==> config.mk <==
export PLATFORM = sky130hd
export DESIGN_NAME = http_request_stream_parser_unit
export DESIGN_NICKNAME = d
export VERILOG_FILES = /design/src/hdl/hrsp_pkg.sv /design/src/hdl/http_request_stream_parser_unit.sv
export SDC_FILE = /design/constraint.sdc
export NUM_CORES = 1
export LEC_CHECK = 0
export ABC_AREA = 1
export BUFFER_PORTS_ARGS = -buffer_cell sky130_fd_sc_hd__buf_2
export CAP_MARGIN = 10
export CORE_UTILIZATION = 44
export CTS_CLUSTER_DIAMETER = 80
export DETAILED_ROUTE_END_ITERATION = 16
export PLACE_DENSITY = 0.67
export SLEW_MARGIN = 20
export SYNTH_ARGS = -nofsm -noshare
export SYNTH_HDL_FRONTEND = slang
export SYNTH_SLANG_ARGS = --single-unit
export TNS_END_PERCENT = 100
==> constraint.sdc <==
create_clock -name clk -period 4.83 [get_ports clk]
set_input_delay 1.2075 -clock clk [delete_from_list [all_inputs] [get_ports clk]]
set_output_delay 1.2075 -clock clk [all_outputs]
set_load 0.01 [all_outputs]
==> src/hdl/hrsp_pkg.sv <==
// hrsp_pkg: phase codes, class/event/error codes and match helpers
// for the http request stream parser; depends on nothing
package hrsp_pkg;

  localparam logic [3:0] PH_VERB_SEEK  = 4'd0;
  localparam logic [3:0] PH_VERB       = 4'd1;
  localparam logic [3:0] PH_ROUTE_SEEK = 4'd2;
  localparam logic [3:0] PH_ROUTE      = 4'd3;
  localparam logic [3:0] PH_MARKER     = 4'd4;
  localparam logic [3:0] PH_VERSION    = 4'd5;
  localparam logic [3:0] PH_LINE_END   = 4'd6;
  localparam logic [3:0] PH_HDR_START  = 4'd7;
  localparam logic [3:0] PH_HDR_NAME   = 4'd8;
  localparam logic [3:0] PH_HDR_VALUE  = 4'd9;
  localparam logic [3:0] PH_BODY_LEN   = 4'd10;
  localparam logic [3:0] PH_CH_SKIP    = 4'd11;
  localparam logic [3:0] PH_CH_SIZE    = 4'd12;
  localparam logic [3:0] PH_CH_LF      = 4'd13;
  localparam logic [3:0] PH_CH_DATA    = 4'd14;
  localparam logic [3:0] PH_CH_TRAIL   = 4'd15;

  localparam logic [2:0] CL_SKIP    = 3'd0;
  localparam logic [2:0] CL_VERB    = 3'd1;
  localparam logic [2:0] CL_ROUTE   = 3'd2;
  localparam logic [2:0] CL_VERSION = 3'd3;
  localparam logic [2:0] CL_NAME    = 3'd4;
  localparam logic [2:0] CL_VALUE   = 3'd5;
  localparam logic [2:0] CL_BODY    = 3'd6;

  localparam logic [2:0] EV_NONE      = 3'd0;
  localparam logic [2:0] EV_LINE_DONE = 3'd1;
  localparam logic [2:0] EV_NAME      = 3'd2;
  localparam logic [2:0] EV_HDR_DONE  = 3'd3;
  localparam logic [2:0] EV_HDRS_END  = 3'd4;
  localparam logic [2:0] EV_SIZE      = 3'd5;
  localparam logic [2:0] EV_CHUNK     = 3'd6;

  localparam logic [1:0] ER_NONE    = 2'd0;
  localparam logic [1:0] ER_BAD_HEX = 2'd1;
  localparam logic [1:0] ER_OVERFLOW = 2'd2;
  localparam logic [1:0] ER_BAD_DEC = 2'd3;

  localparam logic [4:0] FL_DELIM   = 5'd1;
  localparam logic [4:0] FL_STARTED = 5'd2;
  localparam logic [4:0] FL_ENDED   = 5'd4;
  localparam logic [4:0] FL_ACC     = 5'd8;
  localparam logic [4:0] FL_STOPPED = 5'd16;

  localparam logic [1:0] LM_CHUNKED = 2'd0;
  localparam logic [1:0] LM_LENGTH  = 2'd1;

  // header name code that frames the body by length
  localparam logic [2:0] FD_CONTENT_LENGTH = 3'd2;

  typedef logic [7:0] char_t;

  function automatic logic is_ws(input char_t c);
    return (c == 8'h20) || (c >= 8'h09 && c <= 8'h0d);
  endfunction

  // returns {valid, value}
  function automatic logic [4:0] hex_val(input char_t c);
    logic [4:0] r;
    r = 5'd0;
    if (c >= "0" && c <= "9") r = {1'b1, c[3:0]};
    else if ((c >= "a" && c <= "f") || (c >= "A" && c <= "F")) r = {1'b1, c[3:0] + 4'd9};
    return r;
  endfunction

  function automatic char_t verb_char(input int i, input logic [4:0] p);
    char_t r;
    r = 8'h00;
    case (i)
      0: case (p) 0: r = "G"; 1: r = "E"; 2: r = "T"; default: r = 8'h00; endcase
      1: case (p) 0: r = "P"; 1: r = "O"; 2: r = "S"; 3: r = "T"; default: r = 8'h00; endcase
      2: case (p) 0: r = "P"; 1: r = "A"; 2: r = "T"; 3: r = "C"; 4: r = "H";
        default: r = 8'h00; endcase
      3: case (p) 0: r = "P"; 1: r = "U"; 2: r = "T"; default: r = 8'h00; endcase
      4: case (p) 0: r = "T"; 1: r = "R"; 2: r = "A"; 3: r = "C"; 4: r = "E";
        default: r = 8'h00; endcase
      5: case (p) 0: r = "D"; 1: r = "E"; 2: r = "L"; 3: r = "E"; 4: r = "T"; 5: r = "E";
        default: r = 8'h00; endcase
      6: case (p) 0: r = "C"; 1: r = "O"; 2: r = "N"; 3: r = "N"; 4: r = "E"; 5: r = "C";
        6: r = "T"; default: r = 8'h00; endcase
      default: r = 8'h00;
    endcase
    return r;
  endfunction

  function automatic logic [4:0] verb_len(input int i);
    logic [4:0] r;
    case (i)
      0: r = 5'd3; 1: r = 5'd4; 2: r = 5'd5; 3: r = 5'd3;
      4: r = 5'd5; 5: r = 5'd6; 6: r = 5'd7; default: r = 5'd0;
    endcase
    return r;
  endfunction

  function automatic char_t ver_char(input int i, input logic [4:0] p);
    char_t r;
    r = 8'h00;
    case (i)
      0: case (p) 0: r = "0"; 1: r = "."; 2: r = "9"; default: r = 8'h00; endcase
      1: case (p) 0: r = "1"; 1: r = "."; 2: r = "0"; default: r = 8'h00; endcase
      2: case (p) 0: r = "1"; 1: r = "."; 2: r = "1"; default: r = 8'h00; endcase
      3: r = (p == 5'd0) ? "2" : 8'h00;
      4: r = (p == 5'd0) ? "3" : 8'h00;
      default: r = 8'h00;
    endcase
    return r;
  endfunction

  function automatic logic [4:0] ver_len(input int i);
    return (i < 3) ? 5'd3 : 5'd1;
  endfunction

  function automatic char_t name_char(input int i, input logic [4:0] p);
    logic [8*17-1:0] s;
    logic [4:0] n;
    char_t r;
    case (i)
      0: begin s = {"CONTENT-TYPE", 40'h0}; n = 5'd12; end
      1: begin s = {"CONTENT-LENGTH", 24'h0}; n = 5'd14; end
      2: begin s = {"ACCEPT", 88'h0}; n = 5'd6; end
      3: begin s = {"HOST", 104'h0}; n = 5'd4; end
      4: begin s = "TRANSFER-ENCODING"; n = 5'd17; end
      default: begin s = {"CONNECTION", 56'h0}; n = 5'd10; end
    endcase
    r = 8'h00;
    if (p < n) r = s[8*(16-p) +: 8];
    return r;
  endfunction

  function automatic logic [4:0] name_len(input int i);
    logic [4:0] r;
    case (i)
      0: r = 5'd12; 1: r = 5'd14; 2: r = 5'd6; 3: r = 5'd4;
      4: r = 5'd17; 5: r = 5'd10; default: r = 5'd0;
    endcase
    return r;
  endfunction

endpackage

==> src/hdl/http_request_stream_parser_unit.sv <==
// http_request_stream_parser_unit: byte-serial http/1.x request parser top level
// depends on hrsp_pkg (codes and match tables)
//
// usage:
//   in_valid/in_ready/in_byte carries one byte of the request stream per request.
//   out_valid/out_ready carries one result per byte: the byte itself, its class,
//   an event code, the held verb/version/header codes, the body length and
//   request_done / error_code flags.
//   every byte is parsed by shallow logic in the cycle it is taken; the
//   result is registered in the output register.
//   throughput is one byte per clock: a new byte is taken whenever the
//   output register is empty or is being drained in the same cycle.
//   if the receiver stalls, out_* hold and in_ready drops, so at most one
//   result waits; nothing is lost or repeated.
//   synchronous active-low reset puts the parser at the start of a request
//   line and empties the output register.
//   after a completed request or any error the parser restarts by itself.
module http_request_stream_parser_unit #(
  parameter int LENGTH_BITS = 32
) (
  input  logic        clk,
  input  logic        rst_n,
  input  logic        in_valid,
  output logic        in_ready,
  input  logic [7:0]  in_byte,
  output logic        out_valid,
  input  logic        out_ready,
  output logic [7:0]  out_byte,
  output logic [2:0]  out_byte_class,
  output logic [2:0]  out_event_code,
  output logic [2:0]  out_method_code,
  output logic [2:0]  out_protocol_version,
  output logic [2:0]  out_field_code,
  output logic [31:0] out_body_length,
  output logic        out_request_done,
  output logic [1:0]  out_error_code
);

  localparam int LB = LENGTH_BITS;
  // width of product/sum before overflow check
  localparam int WB = LENGTH_BITS + 4;
  localparam logic [WB-1:0] LEN_MAX = {4'd0, {LB{1'b1}}};

  // parser state
  logic [3:0]    phase_r, phase_nxt;
  logic [4:0]    pos_r, pos_nxt;
  logic [6:0]    mcand_r, mcand_nxt;
  logic [4:0]    vcand_r, vcand_nxt;
  logic [5:0]    fcand_r, fcand_nxt;
  logic [2:0]    mstep_r, mstep_nxt;
  logic [2:0]    hmeth_r, hmeth_nxt;
  logic [2:0]    hver_r, hver_nxt;
  logic [2:0]    hfld_r, hfld_nxt;
  logic [4:0]    flags_r, flags_nxt;
  logic [1:0]    lmode_r, lmode_nxt;
  logic [LB-1:0] acc_r, acc_nxt;
  logic [LB-1:0] rcv_r, rcv_nxt;

  // output register
  logic        ovalid_r;
  logic [7:0]  obyte_r;
  logic [2:0]  ocls_r, oev_r, ometh_r, over_r, ofld_r;
  logic [31:0] olen_r;
  logic        odone_r;
  logic [1:0]  oerr_r;

  logic take;
  assign in_ready = !ovalid_r || out_ready;
  assign take     = in_valid && in_ready;

  logic [7:0]  c, cu;
  logic        ws;
  logic [2:0]  cls, ev;
  logic        done, restart;
  logic [1:0]  err;
  logic [4:0]  hx;
  logic [4:0]  pos_bump;
  logic [WB-1:0] dec_sum, hex_sum;
  logic        vbyte;
  logic [LB-1:0] rcv_inc;
  logic        mark_hit;

  // match helpers: narrowing masks at the current position and at position 0
  logic [6:0] mnarrow, mnarrow0;
  logic [4:0] vnarrow;
  logic [5:0] fnarrow, fnarrow0;
  logic [2:0] mfin, vfin, ffin;

  always_comb begin
    c  = in_byte;
    cu = (c >= "a" && c <= "z") ? c - 8'd32 : c;
    for (int i = 0; i < 7; i++) begin
      mnarrow[i]  = mcand_r[i] && (pos_r < hrsp_pkg::verb_len(i)) &&
                    (hrsp_pkg::verb_char(i, pos_r) == c);
      mnarrow0[i] = hrsp_pkg::verb_char(i, 5'd0) == c;
    end
    for (int i = 0; i < 5; i++)
      vnarrow[i] = vcand_r[i] && (pos_r < hrsp_pkg::ver_len(i)) &&
                   (hrsp_pkg::ver_char(i, pos_r) == c);
    for (int i = 0; i < 6; i++) begin
      fnarrow[i]  = fcand_r[i] && (pos_r < hrsp_pkg::name_len(i)) &&
                    (hrsp_pkg::name_char(i, pos_r) == cu);
      fnarrow0[i] = hrsp_pkg::name_char(i, 5'd0) == cu;
    end
    // first match wins, so scan downward
    mfin = 3'd0;
    for (int i = 6; i >= 0; i--)
      if (mcand_r[i] && hrsp_pkg::verb_len(i) == pos_r) mfin = 3'(i + 1);
    vfin = 3'd0;
    for (int i = 4; i >= 0; i--)
      if (vcand_r[i] && hrsp_pkg::ver_len(i) == pos_r) vfin = 3'(i + 1);
    ffin = 3'd0;
    for (int i = 5; i >= 0; i--)
      if (fcand_r[i] && hrsp_pkg::name_len(i) == pos_r) ffin = 3'(i + 1);
  end

  always_comb begin
    ws       = hrsp_pkg::is_ws(c);
    hx       = hrsp_pkg::hex_val(c);
    pos_bump = (pos_r < 5'd31) ? pos_r + 5'd1 : pos_r;
    // acc*10+d and acc*16+d, with headroom to see overflow
    dec_sum  = ({4'd0, acc_r} << 3) + ({4'd0, acc_r} << 1) + WB'(c[3:0]);
    hex_sum  = ({4'd0, acc_r} << 4) + WB'(hx[3:0]);
    rcv_inc  = rcv_r + LB'(1);
    // scanning for "HTTP/"
    mark_hit = ((mstep_r == 3'd0) && c == "H") || ((mstep_r == 3'd1) && c == "T") ||
               ((mstep_r == 3'd2) && c == "T") || ((mstep_r == 3'd3) && c == "P") ||
               ((mstep_r == 3'd4) && c == "/");

    phase_nxt = phase_r;  pos_nxt = pos_r;  mcand_nxt = mcand_r;
    vcand_nxt = vcand_r;  fcand_nxt = fcand_r;  mstep_nxt = mstep_r;
    hmeth_nxt = hmeth_r;  hver_nxt = hver_r;  hfld_nxt = hfld_r;
    flags_nxt = flags_r;  lmode_nxt = lmode_r;  acc_nxt = acc_r;  rcv_nxt = rcv_r;
    cls = hrsp_pkg::CL_SKIP;  ev = hrsp_pkg::EV_NONE;
    done = 1'b0;  restart = 1'b0;  err = hrsp_pkg::ER_NONE;  vbyte = 1'b0;

    case (phase_r)
      hrsp_pkg::PH_VERB_SEEK: if (!ws) begin
        cls = hrsp_pkg::CL_VERB;  mcand_nxt = mnarrow0;
        pos_nxt = 5'd1;  phase_nxt = hrsp_pkg::PH_VERB;
      end
      hrsp_pkg::PH_VERB: if (!ws) begin
        cls = hrsp_pkg::CL_VERB;  mcand_nxt = mnarrow;  pos_nxt = pos_bump;
      end else begin
        hmeth_nxt = mfin;  phase_nxt = hrsp_pkg::PH_ROUTE_SEEK;
      end
      hrsp_pkg::PH_ROUTE_SEEK: if (!ws) begin
        cls = hrsp_pkg::CL_ROUTE;  phase_nxt = hrsp_pkg::PH_ROUTE;
      end
      hrsp_pkg::PH_ROUTE: if (!ws) cls = hrsp_pkg::CL_ROUTE;
      else begin
        phase_nxt = hrsp_pkg::PH_MARKER;  mstep_nxt = 3'd0;
      end
      hrsp_pkg::PH_MARKER: begin
        if (mark_hit && mstep_r == 3'd4) begin
          mstep_nxt = 3'd0;  phase_nxt = hrsp_pkg::PH_VERSION;
          pos_nxt = 5'd0;  vcand_nxt = 5'h1f;
        end else if (mark_hit) mstep_nxt = mstep_r + 3'd1;
        else mstep_nxt = (c == "H") ? 3'd1 : 3'd0;
      end
      hrsp_pkg::PH_VERSION: if (!ws) begin
        cls = hrsp_pkg::CL_VERSION;  vcand_nxt = vnarrow;  pos_nxt = pos_bump;
      end else begin
        hver_nxt = vfin;  phase_nxt = hrsp_pkg::PH_LINE_END;
      end
      hrsp_pkg::PH_LINE_END: if (c == 8'h0a) begin
        ev = hrsp_pkg::EV_LINE_DONE;  phase_nxt = hrsp_pkg::PH_HDR_START;
      end
      hrsp_pkg::PH_HDR_START: if (c == 8'h0a) begin
        rcv_nxt = '0;
        if (lmode_r == hrsp_pkg::LM_LENGTH) begin
          ev = hrsp_pkg::EV_SIZE;
          if (acc_r == '0) begin
            done = 1'b1;  restart = 1'b1;
          end else phase_nxt = hrsp_pkg::PH_BODY_LEN;
        end else begin
          ev = hrsp_pkg::EV_HDRS_END;  acc_nxt = '0;  flags_nxt = '0;
          phase_nxt = hrsp_pkg::PH_CH_SKIP;
        end
      end else if (!ws) begin
        cls = hrsp_pkg::CL_NAME;  fcand_nxt = fnarrow0;  pos_nxt = 5'd1;
        flags_nxt = '0;  phase_nxt = hrsp_pkg::PH_HDR_NAME;
      end
      hrsp_pkg::PH_HDR_NAME: if (!ws && c != ":") begin
        cls = hrsp_pkg::CL_NAME;  fcand_nxt = fnarrow;  pos_nxt = pos_bump;
      end else begin
        hfld_nxt = ffin;  ev = hrsp_pkg::EV_NAME;
        flags_nxt = (c == ":") ? hrsp_pkg::FL_DELIM : 5'd0;
        // content-length, first one only
        if (ffin == hrsp_pkg::FD_CONTENT_LENGTH && lmode_r == hrsp_pkg::LM_CHUNKED) begin
          lmode_nxt = hrsp_pkg::LM_LENGTH;
          flags_nxt = ((c == ":") ? hrsp_pkg::FL_DELIM : 5'd0) | hrsp_pkg::FL_ACC;
          acc_nxt = '0;
        end
        phase_nxt = hrsp_pkg::PH_HDR_VALUE;
      end
      hrsp_pkg::PH_HDR_VALUE: begin
        if ((flags_r & hrsp_pkg::FL_DELIM) == 5'd0 && c == ":")
          flags_nxt = flags_r | hrsp_pkg::FL_DELIM;
        else if (c == 8'h0a) begin
          ev = hrsp_pkg::EV_HDR_DONE;  phase_nxt = hrsp_pkg::PH_HDR_START;
        end else if (!ws && (flags_r & hrsp_pkg::FL_STARTED) == 5'd0) begin
          flags_nxt = flags_r | hrsp_pkg::FL_STARTED;  vbyte = 1'b1;
        end else if ((flags_r & hrsp_pkg::FL_STARTED) != 5'd0 &&
                     (flags_r & hrsp_pkg::FL_ENDED) == 5'd0) begin
          if (!ws || c == 8'h20 || c == 8'h09) vbyte = 1'b1;
          else flags_nxt = flags_r | hrsp_pkg::FL_ENDED;
        end
        if (vbyte) begin
          cls = hrsp_pkg::CL_VALUE;
          if ((flags_r & hrsp_pkg::FL_ACC) != 5'd0) begin
            if (c >= "0" && c <= "9") begin
              if (dec_sum > LEN_MAX) err = hrsp_pkg::ER_OVERFLOW;
              else acc_nxt = dec_sum[LB-1:0];
            end else err = hrsp_pkg::ER_BAD_DEC;
          end
        end
      end
      hrsp_pkg::PH_BODY_LEN: begin
        cls = hrsp_pkg::CL_BODY;  rcv_nxt = rcv_inc;
        if (rcv_inc >= acc_r) begin
          done = 1'b1;  restart = 1'b1;
        end
      end
      hrsp_pkg::PH_CH_SKIP: if (!ws) begin
        if (!hx[4]) err = hrsp_pkg::ER_BAD_HEX;
        else begin
          acc_nxt = LB'(hx[3:0]);  flags_nxt = '0;  phase_nxt = hrsp_pkg::PH_CH_SIZE;
        end
      end
      hrsp_pkg::PH_CH_SIZE: if (!ws) begin
        if ((flags_r & hrsp_pkg::FL_STOPPED) == 5'd0) begin
          if (!hx[4]) flags_nxt = flags_r | hrsp_pkg::FL_STOPPED;
          else if (hex_sum > LEN_MAX) err = hrsp_pkg::ER_OVERFLOW;
          else acc_nxt = hex_sum[LB-1:0];
        end
      end else begin
        ev = hrsp_pkg::EV_SIZE;  rcv_nxt = '0;  phase_nxt = hrsp_pkg::PH_CH_LF;
      end
      hrsp_pkg::PH_CH_LF: if (c == 8'h0a)
        phase_nxt = (acc_r == '0) ? hrsp_pkg::PH_CH_TRAIL : hrsp_pkg::PH_CH_DATA;
      hrsp_pkg::PH_CH_DATA: begin
        cls = hrsp_pkg::CL_BODY;  rcv_nxt = rcv_inc;
        if (rcv_inc >= acc_r) phase_nxt = hrsp_pkg::PH_CH_TRAIL;
      end
      hrsp_pkg::PH_CH_TRAIL: if (c == 8'h0a) begin
        ev = hrsp_pkg::EV_CHUNK;
        if (acc_r == '0) begin
          done = 1'b1;  restart = 1'b1;
        end else begin
          acc_nxt = '0;  rcv_nxt = '0;  flags_nxt = '0;  phase_nxt = hrsp_pkg::PH_CH_SKIP;
        end
      end
      default: restart = 1'b1;
    endcase

    if (err != hrsp_pkg::ER_NONE) begin
      cls = hrsp_pkg::CL_SKIP;  ev = hrsp_pkg::EV_NONE;  restart = 1'b1;
    end
  end

  // parser state: reset and self-restart go to the start of a request
  always_ff @(posedge clk) begin
    if (!rst_n || (take && restart)) begin
      phase_r <= hrsp_pkg::PH_VERB_SEEK;  pos_r <= '0;
      mcand_r <= 7'h7f;  vcand_r <= 5'h1f;  fcand_r <= 6'h3f;
      mstep_r <= '0;  hmeth_r <= '0;  hver_r <= '0;  hfld_r <= '0;
      flags_r <= '0;  lmode_r <= hrsp_pkg::LM_CHUNKED;  acc_r <= '0;  rcv_r <= '0;
    end else if (take) begin
      phase_r <= phase_nxt;  pos_r <= pos_nxt;
      mcand_r <= mcand_nxt;  vcand_r <= vcand_nxt;  fcand_r <= fcand_nxt;
      mstep_r <= mstep_nxt;  hmeth_r <= hmeth_nxt;  hver_r <= hver_nxt;
      hfld_r <= hfld_nxt;  flags_r <= flags_nxt;  lmode_r <= lmode_nxt;
      acc_r <= acc_nxt;  rcv_r <= rcv_nxt;
    end
  end

  // result register
  always_ff @(posedge clk) begin
    if (!rst_n) ovalid_r <= 1'b0;
    else if (take) ovalid_r <= 1'b1;
    else if (out_ready) ovalid_r <= 1'b0;
  end

  always_ff @(posedge clk) begin
    if (take) begin
      obyte_r <= c;  ocls_r <= cls;  oev_r <= ev;
      ometh_r <= hmeth_nxt;  over_r <= hver_nxt;  ofld_r <= hfld_nxt;
      olen_r  <= 32'(acc_nxt);
      odone_r <= done;  oerr_r <= err;
    end
  end

  assign out_valid            = ovalid_r;
  assign out_byte             = obyte_r;
  assign out_byte_class       = ocls_r;
  assign out_event_code       = oev_r;
  assign out_method_code      = ometh_r;
  assign out_protocol_version = over_r;
  assign out_field_code       = ofld_r;
  assign out_body_length      = olen_r;
  assign out_request_done     = odone_r;
  assign out_error_code       = oerr_r;

endmodule

Word level (Yosys, flattened, before mapping) --
Index checks and enable logic that the tools add are counted.
Storage, ports and cells: register bits after elaboration 168, bits of input ports 12, output and inout port bits 60, logic and storage cells 474
Operators by class: $add $sub $neg 9, $lt $le $gt $ge 23, equal/unequal tests 106, shift operators 6, multiplexer cells 173, bitwise operators 3, reduce and logical (&&, ||, !) cells 127
Operators by type and width (number):
- variable part select 136 x 33 -> 8 bit (first input constant) | 6
- 2-to-1 mux 32 bit | 20
- case mux 32 bit (6 select lines) | 1
- equality test 8 bit | 16
- case mux 32 bit (4 select lines) | 1
- 2-to-1 mux 3 bit | 39
- 2-to-1 mux 5 bit | 21
- case mux 7 bit (5 select lines) | 3
- 2-to-1 mux 4 bit | 21
- adder 36 x 4 -> 36 bit | 2
- equality test 7 x 8 -> 1 bit (first input constant) | 9
- > comparator 36 x 32 -> 1 bit (second input constant) | 2
- logical AND 1 bit | 72
- != test 2 bit (second input constant) | 31
- case mux 4 bit (15 select lines) | 1
- 2-to-1 mux 8 bit | 7
- case mux 7 bit (4 select lines) | 2
- case mux 7 bit (3 select lines) | 2
- adder 35 x 33 -> 36 bit | 1
- case mux 6 bit (3 select lines) | 2
- adder 32 x 1 -> 32 bit (second input constant) | 1
- equality test 4 bit (second input constant) | 8
- >= comparator 32 bit | 1
- zero test 32 bit | 1
- 72 further kinds | 177

Longest topological paths before layout --
word-level depth 18, depth in mapped cells 25, gate-level depth less buffers 24

Worst setup path before layout --
No wires, ideal clock.
path kind input-to-reg, start point input port out_ready, end point register olen_r[0] (netlist: out_body_length[0]), enable pin, setup time 445 ps, data arrival time 3711 ps, data required time 4385 ps, slack 674 ps, stages on the path 6, path buffers 2, path through inv_1 -> nand2_1 -> nand2_1 -> inv_1 -> clkbuf_1 -> clkbuf_1
On the way: longest elaborated chain between the ends 2
RTL lines:
- start, declared | RTL line http_request_stream_parser_unit.sv:27 | input logic out_ready,
- logical OR 1 bit | RTL line http_request_stream_parser_unit.sv:68 | assign in_ready = !ovalid_r || out_ready;
- named net in_ready | RTL line http_request_stream_parser_unit.sv:24 | output logic in_ready,
- logical AND 1 bit | RTL line http_request_stream_parser_unit.sv:69 | assign take = in_valid && in_ready;
- named net take | RTL line http_request_stream_parser_unit.sv:67 | logic take;
- end signal, assigned | RTL line http_request_stream_parser_unit.sv:289 | olen_r <= 32'(acc_nxt);
- end, declared | RTL line http_request_stream_parser_unit.sv:63 | logic [31:0] olen_r;
The timed path passes the listed nets, and every way through them passes these cells. A chain may end at the register's enable or synchronous reset.

Worst setup path after layout --
start point register rcv_r[0], end point register acc_r[2]
On the way: longest elaborated chain between the ends 7
RTL lines:
- start, declared | RTL line http_request_stream_parser_unit.sv:57 | logic [LB-1:0] rcv_r, rcv_nxt;
- start signal, assigned | RTL line http_request_stream_parser_unit.sv:274 | acc_r <= acc_nxt; rcv_r <= rcv_nxt;
- adder 32 x 1 -> 32 bit | RTL line http_request_stream_parser_unit.sv:124 | rcv_inc = rcv_r + LB'(1);
- >= comparator 32 bit | RTL line http_request_stream_parser_unit.sv:221 | if (rcv_inc >= acc_r) begin
- 2-to-1 mux 1 bit | RTL line http_request_stream_parser_unit.sv:221
- case mux 1 bit (3 select lines) | RTL line http_request_stream_parser_unit.sv:137 | case (phase_r)
- 2-to-1 mux 1 bit | RTL line http_request_stream_parser_unit.sv:257 | if (err != hrsp_pkg::ER_NONE) begin
- logical AND 1 bit | RTL line http_request_stream_parser_unit.sv:264 | if (!rst_n || (take && restart)) begin
- logical OR 1 bit | RTL line http_request_stream_parser_unit.sv:264
- end signal, assigned | RTL line http_request_stream_parser_unit.sv:274
- end, declared | RTL line http_request_stream_parser_unit.sv:56 | logic [LB-1:0] acc_r, acc_nxt;
No other way between the ends.

==> qor.txt <==
FF+latch area: 3940 um2
WL final: 51,400 um
FMAX: 226 MHz
Top Usage Layer GRT: met2
clock power share: 0.362
sequential element share of the synthesized area: 0.252
Bufs and invs on worst path: 1
FFs w/ async S/R, synth: 0
Synth cell types: 62
Reg2Reg Depth: 23
design area: 17,000 um2
crit path time final: 4.43 ns
crit-path leading delay family: simple AND/OR/NAND/NOR gates
R2R Setup Slk: 0.40 ns
M3 GR Usage: 0.0329
DRT antenna net count: 0
hold path startpoint: hmeth_r[0]$_SDFFE_PP0P_
area leader, netlist: nand2_1
Critical path origin: rcv_r[0]$_SDFFE_PP0P_
GPL Wtd Cong: 0.975
WL/cell: 17.4 um
Synth top area share: 0.145
antenna cells: 0
all-layer global routing usage: 0.286
sequential share of power: 0.380
number of global-route vias before repair: 15,815
predominant post-synthesis flop cell: dfxtp_1
Switch Pwr: 1.45 mW
CP max stage cell: dfxtp_1
synth top area cells: nand2_1 (15%), dfxtp_1 (14%), edfxtp_1 (11%), ha_1 (9.2%), nand3_1 (7.8%)
worst hold path class: flip-flop to flip-flop
cts hold-fix bufs: 0
Skew-Pair Late Insertion Delay: 0.46 ns
FILL cells: 3,595
Slew @ Worst Pin: 0.805 ns
r2r startpoint: rcv_r[0]$_SDFFE_PP0P_
DR iter-0 viols: 1,401
critical path, cell by cell: ha_1 -> nand4_1 -> nor2_1 -> nand3_1 -> nor3_2 -> nand3_2 -> nor2_4 -> nand2_1 -> nor2_1 -> nand2_1 -> xnor2_1 -> ha_1 -> nand2_1 -> o21ai_0 -> a21oi_1 -> a21boi_1 -> nand3_1 -> a21oi_2 -> nand4_2 -> nand2_4 -> buf_4 -> nand3_1 -> a21oi_1
most common cell after layout, fill and taps aside: nand2_1
cell area after synthesis: 15,600 um2
layout cells sized above 1: 0.0912
CP Data Required Time: 5.21 ns
Gate power share: 0.259
clk buf depth: 2
effective utilization at floorplan: 0.449
Hold Path Stages: 2
dpl ws: 0.0317 ns
Placement Rows: 68
final hold viol count: 0
Final WS setup: 0.397 ns
Worst Hold Path EP: hmeth_r[0]$_SDFFE_PP0P_
Rel. slew slack: 0.456
switch share: 0.351
grt total ovfl: 0
clock net sink count: 168
Setup Skew: 0.0177 ns
Die Wd: 191 um
CP max FO: 13
cell area after placement: 16,400 um2
Leakage: 8.15 nW
# port buffers: 71
commonest cells after routing, fill and taps aside: nand2_1 (605), inv_1 (296), nor2_1 (263)
IO Count: 72
clock slew at reported path FFs: 0.07 ns
status: complete, no violations
Area growth syn-to-layout: 8.93%
CP Data Arrival Time: 4.81 ns
critical path startpoint category: flip-flop
yosys warns: 0
Worst path max stage delay: 0.41 ns
die area: 36,300 um2
Setup-failing EPs final: 0
CTS tree: built
internal power: 2.68 mW
H-tree Lvls: 4
Peak VDD IR: 232 uV
Die Span Y: 191 um
initial antenna violation count: 0
DRC errors left: 0
Hold Slack: 0.476 ns
M1 GR Usage: 0.370
Post-Syn Nets: 2,569
period utilization: 0.918
EDFF count, synth: 58
routed vias: 16,643
max_cap viols: 0
multi-input logic area: 10,100 um2
root buffer cell: clkbuf_16
nets: 2,606
met2 usage: 0.484
Synth Register Bits: 168
Final Total Pwr: 4.13 mW
first-pass GRT wire length: 82,800 um
R2R Path End: acc_r[2]$_SDFFE_PP0P_
Final Max Tran Viols: 0
DPL Wire Length: 38,900 um
RSZ-0062 raised after global routing: no
Post-Synthesis Cells: 2,440
critical path capture point type: flip-flop
setup tns final: 0 ns
Cell Pwr Density: 242 nW/um2
DR pass1 iterations: 6
TritonCTS Buffers: 17
largest net degree at the start of global routing: 54
drt via density: 5.65
Synth Area per Inst: 6.41 um2
core area: 34,800 um2
critical path class: flip-flop to flip-flop
[routing by layer]
metal,wire length [um],part of all wire,up-vias
li1,-,-,8183
met1,22600,0.44,7766
met2,24200,0.47,581
met3,2950,0.057,113
met4,1610,0.031,0
met5,0,0,-
[metrics by stage]
stage,cells,utilization
5_1_grt,2945,0.490
6_report,2945,0.490
4_1_cts,2944,0.489
3_5_place_dp,2912,0.471
2_1_floorplan,2440,-
3_3_place_gp,2912,0.471
[worst max-delay path by stage]
stage,end,slack [ns],depth (start not counted)
after floorplan,out_body_length[0]$_DFFE_PP_,0.67,6
after global placement,phase_r[0]$_SDFFE_PP0P_,0.19,23
after detailed placement,flags_r[2]$_SDFFE_PP0P_,0.03,23
after CTS,flags_r[2]$_SDFFE_PP0P_,0.002,23
after global routing,acc_r[29]$_SDFFE_PP0P_,0.04,23
final,acc_r[2]$_SDFFE_PP0P_,0.40,23
[registers in the layout, summed over array words and instances (netlist names), 4 cells and up]
| signal | flops |
|---|---|
| pos_r | 5 |
| out_byte | 8 |
| rcv_r | 32 |
| fcand_r | 6 |
| vcand_r | 5 |
| mcand_r | 7 |
| flags_r | 5 |
| acc_r | 32 |
| phase_r | 4 |
| out_body_length | 32 |
[final cells by class]
class,count,share of cell area
Clock buffer,17,0.0250
Clock inverter,15,0.0114
Inverter,317,0.0700
Multi-Input combinational cell,1869,0.593
Sequential cell,168,0.231
Tap cell,455,0.0334
Timing Repair Buffer,104,0.0358
[repair_timing]
item / CTS / global route
resized for setup: 0 / 7
setup endpoints to repair: 0 / 109
setup buffers: 0 / 1
[tightest hold or removal path: stages, from the launching register on]
cell and delay (ns):
dfxtp_1 0.32, nand2_1 0.07, a21oi_2 0.05
[power groups by stage]
stage | clock network [mW] | registers [mW] | logic (mW)
final | 1.49 | 1.57 | 1.07
after global routing | 1.56 | 1.58 | 1.19
after CTS | 1.50 | 1.57 | 1.05
after detailed placement | 0 | 1.60 | 1.04
after global placement | 0 | 1.60 | 1.04
after floorplan | 0 | 1.61 | 0.752
[cell usage after synthesis, drive strengths merged, types with 4 or more instances]
library cell	n
a21oi	168
a22oi	30
a31oi	20
and2	8
buf	50
clkbuf	36
dfxtp	110
edfxtp	58
ha	115
inv	314
nand2	613
nand3	248
nand3b	7
nand4	55
nor2	283
nor3	54
nor4	12
o2111ai	9
o211ai	7
o21ai	114
o21bai	7
o22ai	7
o31ai	4
or2	5
xnor2	18
xor2	62
[kinds of logic (layout without fill, tap and decap cells)]
logic type,after synthesis,after routing,share of synthesized area
XOR/XNOR,80,80,0.0448
AND/OR/NAND/NOR,1292,1292,0.361
adder cells (fa/ha/maj),117,117,0.0946
flip-flops,168,168,0.252
buffers and inverters,403,453,0.104
AO/OA/AOI/OAI,380,380,0.144
(Power assumes the default switching activity.)
